**config.mk**
```make
export PLATFORM = sky130hd
export DESIGN_NAME = bkl_ln
export DESIGN_NICKNAME = d
export VERILOG_FILES = /design/src/sv/bkl_pkg.sv /design/src/sv/bkl_ln.sv
export SDC_FILE = /design/constraint.sdc
export NUM_CORES = 2
export LEC_CHECK = 0
export ABC_AREA = 1
export CELL_PAD_IN_SITES_DETAIL_PLACEMENT = 1
export CELL_PAD_IN_SITES_GLOBAL_PLACEMENT = 1
export CORE_AREA = 2 2 345 347
export CTS_CLUSTER_SIZE = 40
export DETAILED_ROUTE_END_ITERATION = 6
export DIE_AREA = 0 0 347 349
export DONT_BUFFER_PORTS = 1
export PLACE_DENSITY = 0.85
export SKIP_LAST_GASP = 1
export SLEW_MARGIN = 10
export SYNTH_ARGS = -nofsm -noshare
export SYNTH_HDL_FRONTEND = slang
export SYNTH_SLANG_ARGS = --single-unit
export TNS_END_PERCENT = 100
```
**constraint.sdc**
```tcl
create_clock -name clk -period 8.73 [get_ports clk]
set_clock_uncertainty 0.1 [all_clocks]
set_input_delay 0.4365 -clock clk [delete_from_list [all_inputs] [get_ports clk]]
set_output_delay 0.4365 -clock clk [all_outputs]
set_load 0.1 [all_outputs]
```
**src/sv/bkl_pkg.sv**
```systemverilog
// Shared types and constants for the Bernoulli KL divergence block.
// No dependencies; used by the log unit, the sequencer and the top level.
package bkl_pkg;

	localparam int unsigned FRAC_BITS = 16;
	localparam logic [27:0] LN2_Q28 = 28'd186065279;
	localparam logic [1:0] ST_OK = 2'd0;
	localparam logic [1:0] ST_SAT = 2'd1;
	localparam logic [1:0] ST_CBAD = 2'd2;
	localparam logic [1:0] ST_LEN = 2'd3;

	typedef enum logic [2:0] {
		S_IDLE,
		S_START,
		S_WAIT,
		S_COMBINE,
		S_MUL,
		S_OUT
	} state_t;

endpackage

```
**src/sv/bkl_ln.sv**
```systemverilog
// Shared iterative natural-log unit: ln(v / 2^FRAC_BITS) in signed Q.28.
// Depends on bkl_pkg. One squaring step per cycle, then a scaling multiply.
module bkl_ln
	import bkl_pkg::*;
(
	input  logic                 clk,
	input  logic                 arst_n,
	input  logic                 start,
	input  logic [FRAC_BITS:0]   v,
	output logic                 done,
	output logic signed [40:0]   result
);

	localparam int unsigned EW = $clog2(FRAC_BITS + 2);

	typedef enum logic [1:0] {L_IDLE, L_SQ, L_SCALE, L_FIN} lstate_t;

	lstate_t            st_q;
	logic [4:0]         it_q;
	logic [31:0]        m_q;
	logic [27:0]        frac_q;
	logic [EW-1:0]      e_q;
	logic [63:0]        sq;
	logic [EW-1:0]      e_new;
	logic signed [40:0] l2;
	logic [40:0]        mag_q;
	logic               neg_q;
	logic [68:0]        prod_q;

	always_comb begin
		e_new = '0;
		for (int i = 0; i <= FRAC_BITS; i++) begin
			if (v[i]) begin
				e_new = EW'(i);
			end
		end
	end

	assign sq = m_q * m_q;
	assign l2 = ($signed({1'b0, 40'(e_q)}) - 41'(FRAC_BITS)) * 41'sd268435456
		+ $signed({13'd0, frac_q});

	always_ff @(posedge clk or negedge arst_n) begin
		if (!arst_n) begin
			st_q <= L_IDLE;
			done <= 1'b0;
		end else begin
			done <= (st_q == L_FIN);
			case (st_q)
				L_IDLE: begin
					if (start) begin
						st_q <= L_SQ;
					end
				end
				L_SQ: begin
					if (it_q == 5'd27) begin
						st_q <= L_SCALE;
					end
				end
				L_SCALE: st_q <= L_FIN;
				L_FIN: st_q <= L_IDLE;
				default: st_q <= L_IDLE;
			endcase
		end
	end

	always_ff @(posedge clk) begin
		case (st_q)
			L_IDLE: begin
				if (start) begin
					e_q <= e_new;
					m_q <= 32'(({31'd0, v} << (30 - 32'(e_new))));
					frac_q <= '0;
					it_q <= '0;
				end
			end
			L_SQ: begin
				it_q <= it_q + 5'd1;
				if (sq[61]) begin
					m_q <= sq[62:31];
					frac_q[5'd27 - it_q] <= 1'b1;
				end else begin
					m_q <= sq[61:30];
				end
			end
			L_SCALE: begin
				neg_q <= l2[40];
				mag_q <= l2[40] ? 41'(-l2) : 41'(l2);
			end
			L_FIN: begin
				prod_q <= 69'(mag_q) * 69'(LN2_Q28) + 69'd134217728;
			end
			default: ;
		endcase
	end

	assign result = neg_q ? -$signed({1'b0, prod_q[67:28]}) : $signed({1'b0, prod_q[67:28]});

endmodule

```
* Yosys cells after proc, flatten, opt, wreduce, memory -nomap -nowiden
Cells that the tools add are included.
Storage, ports and cells: bits in latches 0, bits of input ports 20, ROM bits 0, memories kept 0, register bits 183, memory bits (writable) 0, word-level logic and storage cells 69
Cells by class: divide/modulo/power cells 0, bitwise operators 1, shifts and indexed selects 1, multiply operators 2, add/sub/neg operators 8, multiplexer cells 31, equal/unequal tests 7, reductions and logical operators 7, order comparisons 2
Operators by type and width (count):
- $mux W5 | 15
- $add A68 B28 Y68 const B | 1
- $mul A41 B28 Y68 const B | 1
- $mux W32 | 2
- $pmux W32 S2 | 1
- $mul A32 B32 Y63 | 1
- $mux W28 | 2
- $pmux W28 S2 | 1
- $mux W41 | 1
- $neg A35 Y41 | 1
- $neg A40 Y41 | 1
- $mux W40 | 1
- $add A34 B29 Y35 | 1
- $shl A17 B32 Y32 | 1
- $or A28 B28 Y28 | 1
- $pmux W5 S2 | 1
- $pmux W2 S4 | 1
- $lt A5 B6 Y1 const B | 1
- $mux W2 | 3
- $ne A2 B2 Y1 const B | 3
- $reduce_and A2 Y1 | 3
- $sub A5 B5 Y6 const A | 1
- $sub A5 B5 Y6 const B | 1
- $add A5 B1 Y5 const B | 1
- 11 further kinds | 13

* Logic depth before layout (Yosys ltp)
depth in word-level cells 20, mapped depth 35

* Worst setup path after synthesis
OpenSTA, ideal clock, no wires.
path type register to register, start point register m_q[28], end point register frac_q[0], enable pin, stages on the path, launching flop included 30, clock period less this slack 7.936 ns, data required time 8.247 ns, setup time 0.383 ns, arrival time 7.453 ns, setup slack 0.794 ns, cell sequence edfxtp_1 clkbuf_1 buf_1 nand2_1 fa_1 fa_1 inv_1 fa_1 inv_1 fa_1 inv_1 fa_1 fa_1 fa_1 inv_1 fa_1 inv_1 ha_1 a21oi_1 inv_1 a31oi_1 o21ai_1 a21oi_2 nand3_2 a21o_1 nand2_1 nand2_2 nand2_2 nand2_1 inv_1
Between the ends: cells in the longest elaborated chain, start to end 3
RTL lines:
- start, declared | line bkl_ln.sv:20 | logic [31:0] m_q;
- start signal, assigned | line bkl_ln.sv:72 | m_q <= 32'(({31'd0, v} << (30 - 32'(e_new))));
- start signal, assigned | line bkl_ln.sv:80 | m_q <= sq[62:31];
- start signal, assigned | line bkl_ln.sv:83 | m_q <= sq[61:30];
- $mul A32 B32 Y63 | line bkl_ln.sv:39 | assign sq = m_q * m_q;
- $ne A2 B2 Y1 (no source line)
- $reduce_and A3 Y1 (no source line)
- end signal, assigned | line bkl_ln.sv:73 | frac_q <= '0;
- end signal, assigned by index | line bkl_ln.sv:81 | frac_q[5'd27 - it_q] <= 1'b1;
- end, declared | line bkl_ln.sv:21 | logic [27:0] frac_q;
No other way between the ends. A chain may end at the register's enable or synchronous reset.

* Final worst setup path
start point register m_q[9], end point register m_q[29], data pin
Between the ends: cells in the longest elaborated chain, start to end 3
RTL lines:
- $mul A32 B32 Y63 | line bkl_ln.sv:39
- $mux W32 | line bkl_ln.sv:79 | if (sq[61]) begin
- $pmux W32 S2 | line bkl_ln.sv:68 | case (st_q)
No other way between the ends.

==> results <==
- The run finished with clean final reports.
- Before antenna repair, the detailed router went through 6 iterations.
- In the global route stage, overall resource usage came out at 32.3%.
- The detailed-route vias per instance is around 5.5.
- The total clock sinks is between 150 and 200.
- The highest-delay cell along the critical path is sky130_fd_sc_hd__edfxtp_1.
- In this run, synthesis produced a sequential element count of 155.
- The wire length after detailed routing is approximately 190000 µm.
- The endpoint type of the worst setup path is a flop.
- The peak clock frequency supported by timing is approximately 0.12 GHz.
- The hold violation total from the final report is 0.
- The H-tree was split into 4 levels.
- The critical path start-end classification is flop to flop.
- The library cell occupying the most area in the post-synthesis netlist is sky130_fd_sc_hd__fa_1.
- The number of primary I/O pins is 62.
- The cell occurring most often along the worst timing path is sky130_fd_sc_hd__fa_1.
- For this run, the post-layout net count is 8713.
- The buffer cell driving the clock tree root is sky130_fd_sc_hd__clkbuf_16.
- The distinct cell type count after synthesis is between 60 and 70.
- The number of antenna violations at the first check in global routing is 0.
- Of the cells placed in the final design, the portion with a size suffix greater than 1 is under 10%.
- The min-delay analysis places its worst path in the category primary input to flop.
- The pin count of the biggest net entering global routing is 44.
- The post-detailed-route wirelength per cell is 23.0 µm.
- Averaged over all synthesized cells, the footprint is 8.66 µm².
- Yosys printed 0 warnings.
- For the final routed database, the setup TNS stands at 0 ns.
- The worst-skew pair later-pin latency is 0.51 ns.
- The residual antenna-violating net count after detailed routing is 0.
- TritonCTS built the clock tree.
- The core region area is 0.117 mm².
- The arrival time of the worst setup path is 8.58 ns.
- The final weighted congestion in routability-driven placement is 0.958.
- The met3 demand-to-capacity share in global routing is 3.92%.
- The kind of launch point of the worst setup path is a flop.
- Data on the critical path is required at its endpoint by 8.89 ns.
- The leading cell type by number of instances after synthesis is sky130_fd_sc_hd__inv_1.
- Of the available clock period, the critical path in the final layout requires 96.5%.
- After global routing, the most crowded layer is met2.
- Global routing consumed, on the met1 layer, 35.9% of the routing resources.
- The floorplan die width is 347 µm.
- Measured against its own limit, the worst slew margin works out to 17.7%.
- Global routing used 60.1% of the available met2 tracks.
- In this run the tool buffered the top-level ports with 0 buffer cells.
- Setup repair after global routing left no endpoint under its margin.
- In this run the core area contains 126 standard-cell rows.
- The max-capacitance violation count is 0.
- For the pin with the worst max-slew slack, the measured transition is 1.23 ns.
- The floorplan step defined a die boundary enclosing between 0.1 and 0.15 mm².
- The initial core utilization is 49.7%.
- Ranked by total cell area, the synthesized netlist is headed by sky130_fd_sc_hd__fa_1, sky130_fd_sc_hd__ha_1, sky130_fd_sc_hd__inv_1.
- The share of async-settable or async-resettable flops after synthesis is under 10%.
- The HPWL after detailed placement is 167000 µm.
- For this run, the leading register cell type out of synthesis is sky130_fd_sc_hd__edfxtp_1.
- The number of global-route vias before repair is 54200.
- The share of synthesized area in the top cell type comes to 42.5%.
- The final max-slew violation count was 0.
- Fill cells in the final layout number roughly 14000.
- Setup violations remaining at the end of the flow were counted as 0.
- The detailed router finished its first iteration with about 2700 violations.
- The clock passes through at most 2 buffers.
- The first global-routing pass estimated approximately 300000 µm of wire.
- The vias after detailed routing is 45300.
- Global routing finished with a remaining overflow of 0.
- In the routed design, unresolved DRC markers number 0.
- Clock-pin slew was measured on the worst setup and hold paths at roughly 0.080 ns.
- The share of synthesized area occupied by flip-flops and latches is under 10%.
- In this run the worst path has a maximum fanout of 15.
- The count of inserted antenna diode cells is 0.
- Yosys mapped a number of flops with a built-in enable equal to about 150.
- Sorting the synthesized cells by how often they occur yields sky130_fd_sc_hd__inv_1, sky130_fd_sc_hd__fa_1, sky130_fd_sc_hd__nand2_1.
- The layout overhead on the synthesized area is 5.40%.
- The total standard cell area after synthesis is between 0.05 and 0.06 mm².
- Buffers inserted during clock tree synthesis total 17.
- The y dimension of the die is 349 µm.
- The cell count after synthesis is 6741.
- After layout, the minimum clock period comes to between 8 and 9 ns.
- The delay contributed by the slowest stage of the critical path is 0.97 ns.
## path summary, 6_finish.rpt
check	startpoint	endpoint	slack, ns	depth (start not counted)
min in group asynchronous	arst_n	st_q[1]	0.11	1
min reg2reg	frac_q[0]	mag_q[0]	0.46	0
min	v[16]	e_q[2]	0.07	1
max	m_q[9]	m_q[29]	0.30	29
max in group asynchronous	arst_n	st_q[0]	8.26	1
max reg2reg	m_q[9]	m_q[29]	0.30	29
## cell usage in the layout, fill, tap and decap left out, types with 11 or more instances in the layout
cell / n
sky130_fd_sc_hd__o21ai_0: 94
sky130_fd_sc_hd__xor2_1: 111
sky130_fd_sc_hd__inv_1: 2228
sky130_fd_sc_hd__nand3_1: 179
sky130_fd_sc_hd__inv_2: 14
sky130_fd_sc_hd__nand2_1: 1002
sky130_fd_sc_hd__a31oi_1: 56
sky130_fd_sc_hd__fa_1: 1239
sky130_fd_sc_hd__nor2_2: 11
sky130_fd_sc_hd__xnor2_2: 19
sky130_fd_sc_hd__ha_1: 708
sky130_fd_sc_hd__a21o_1: 23
sky130_fd_sc_hd__buf_4: 102
sky130_fd_sc_hd__o21ai_1: 14
sky130_fd_sc_hd__xor2_2: 18
sky130_fd_sc_hd__edfxtp_1: 152
sky130_fd_sc_hd__nor2_1: 268
sky130_fd_sc_hd__clkbuf_16: 17
sky130_fd_sc_hd__xnor2_1: 43
sky130_fd_sc_hd__nand4_1: 16
sky130_fd_sc_hd__o21bai_1: 23
sky130_fd_sc_hd__nor3_1: 37
sky130_fd_sc_hd__a21oi_1: 220
## critical path, delay by kind of cell (launching register included)
family | cells | cell delay (ns)
AOI/OAI and AO/OA | 2 | 0.54
xor gates and xnor gates | 1 | 0.22
adders and majority gates | 9 | 4.45
buffers and inverters | 6 | 0.77
DFF | 1 | 0.97
and+or+nand+nor | 11 | 1.12
## what timing repair did
| action | 4_1_cts | 5_1_grt |
|---|---|---|
| buffers inserted | 0 | 4 |
| hold endpoints to repair | 4 | 0 |
| endpoints found under the setup margin | 0 | 2 |
| hold buffers | 2 | 0 |
| resized for setup | 0 | 0 |
## per-layer routing
metal | wire [µm] | part of all wire [%] | vias up
met4 | 11200 | 5.9 | 0
met3 | 8370 | 4.4 | 678
met1 | 70000 | 37 | 23500
li1 | - | - | 19700
met5 | 0 | 0 | -
met2 | 101000 | 53 | 1502
## flip-flops by register name, indices dropped and copies added, names as in the netlist
signal and cells:
done 1, e_q 5, frac_q 28, it_q 5, m_q 32, mag_q 41, neg_q 1, prod_q 40
st_q 2
## kinds of logic after synthesis
group | count (synthesis) | synth area share [%]
adder cells (fa/ha/maj) | 1949 | 57.7
buffers and inverters | 2378 | 15.4
other | 1 | 0.00642
XOR/XNOR | 191 | 2.87
AND/OR/NAND/NOR | 1575 | 11.2
flip-flops | 155 | 7.95
AO/OA/AOI/OAI | 492 | 4.85
## final cells by class
type	count	area [µm²]	area share (%)
Multi-Input combinational cell	4215	45100	73.3
Inverter	2244	8430	13.7
Sequential cell	155	4640	7.54
Tap cell	1536	1920	3.12
Timing Repair Buffer	111	926	1.50
Clock buffer	18	429	0.697
Clock inverter	13	109	0.177
## through the flow
| step | util (%) | hold WS [ns] | instances | worst slack [ns] | instance area (µm²) |
|---|---|---|---|---|---|
| 4_1_cts | 52.3 | 0.0388 | 8288 | 0.364 | 61500 |
| 2_1_floorplan | - | 0.0409 | 6748 | 0.794 | 58400 |
| 5_1_grt | 52.4 | 0.0539 | 8292 | 0.00288 | 61500 |
| 3_3_place_gp | 51.9 | 0.0411 | 8255 | 0.495 | 60900 |
| 6_report | 52.4 | 0.0694 | 8292 | 0.304 | 61500 |
| 3_5_place_dp | 51.9 | 0.0411 | 8255 | 0.390 | 60900 |
Power is left out: the tool's default activity adds up to more than one toggle a clock period on the data nets, which glitch-free logic cannot reach.
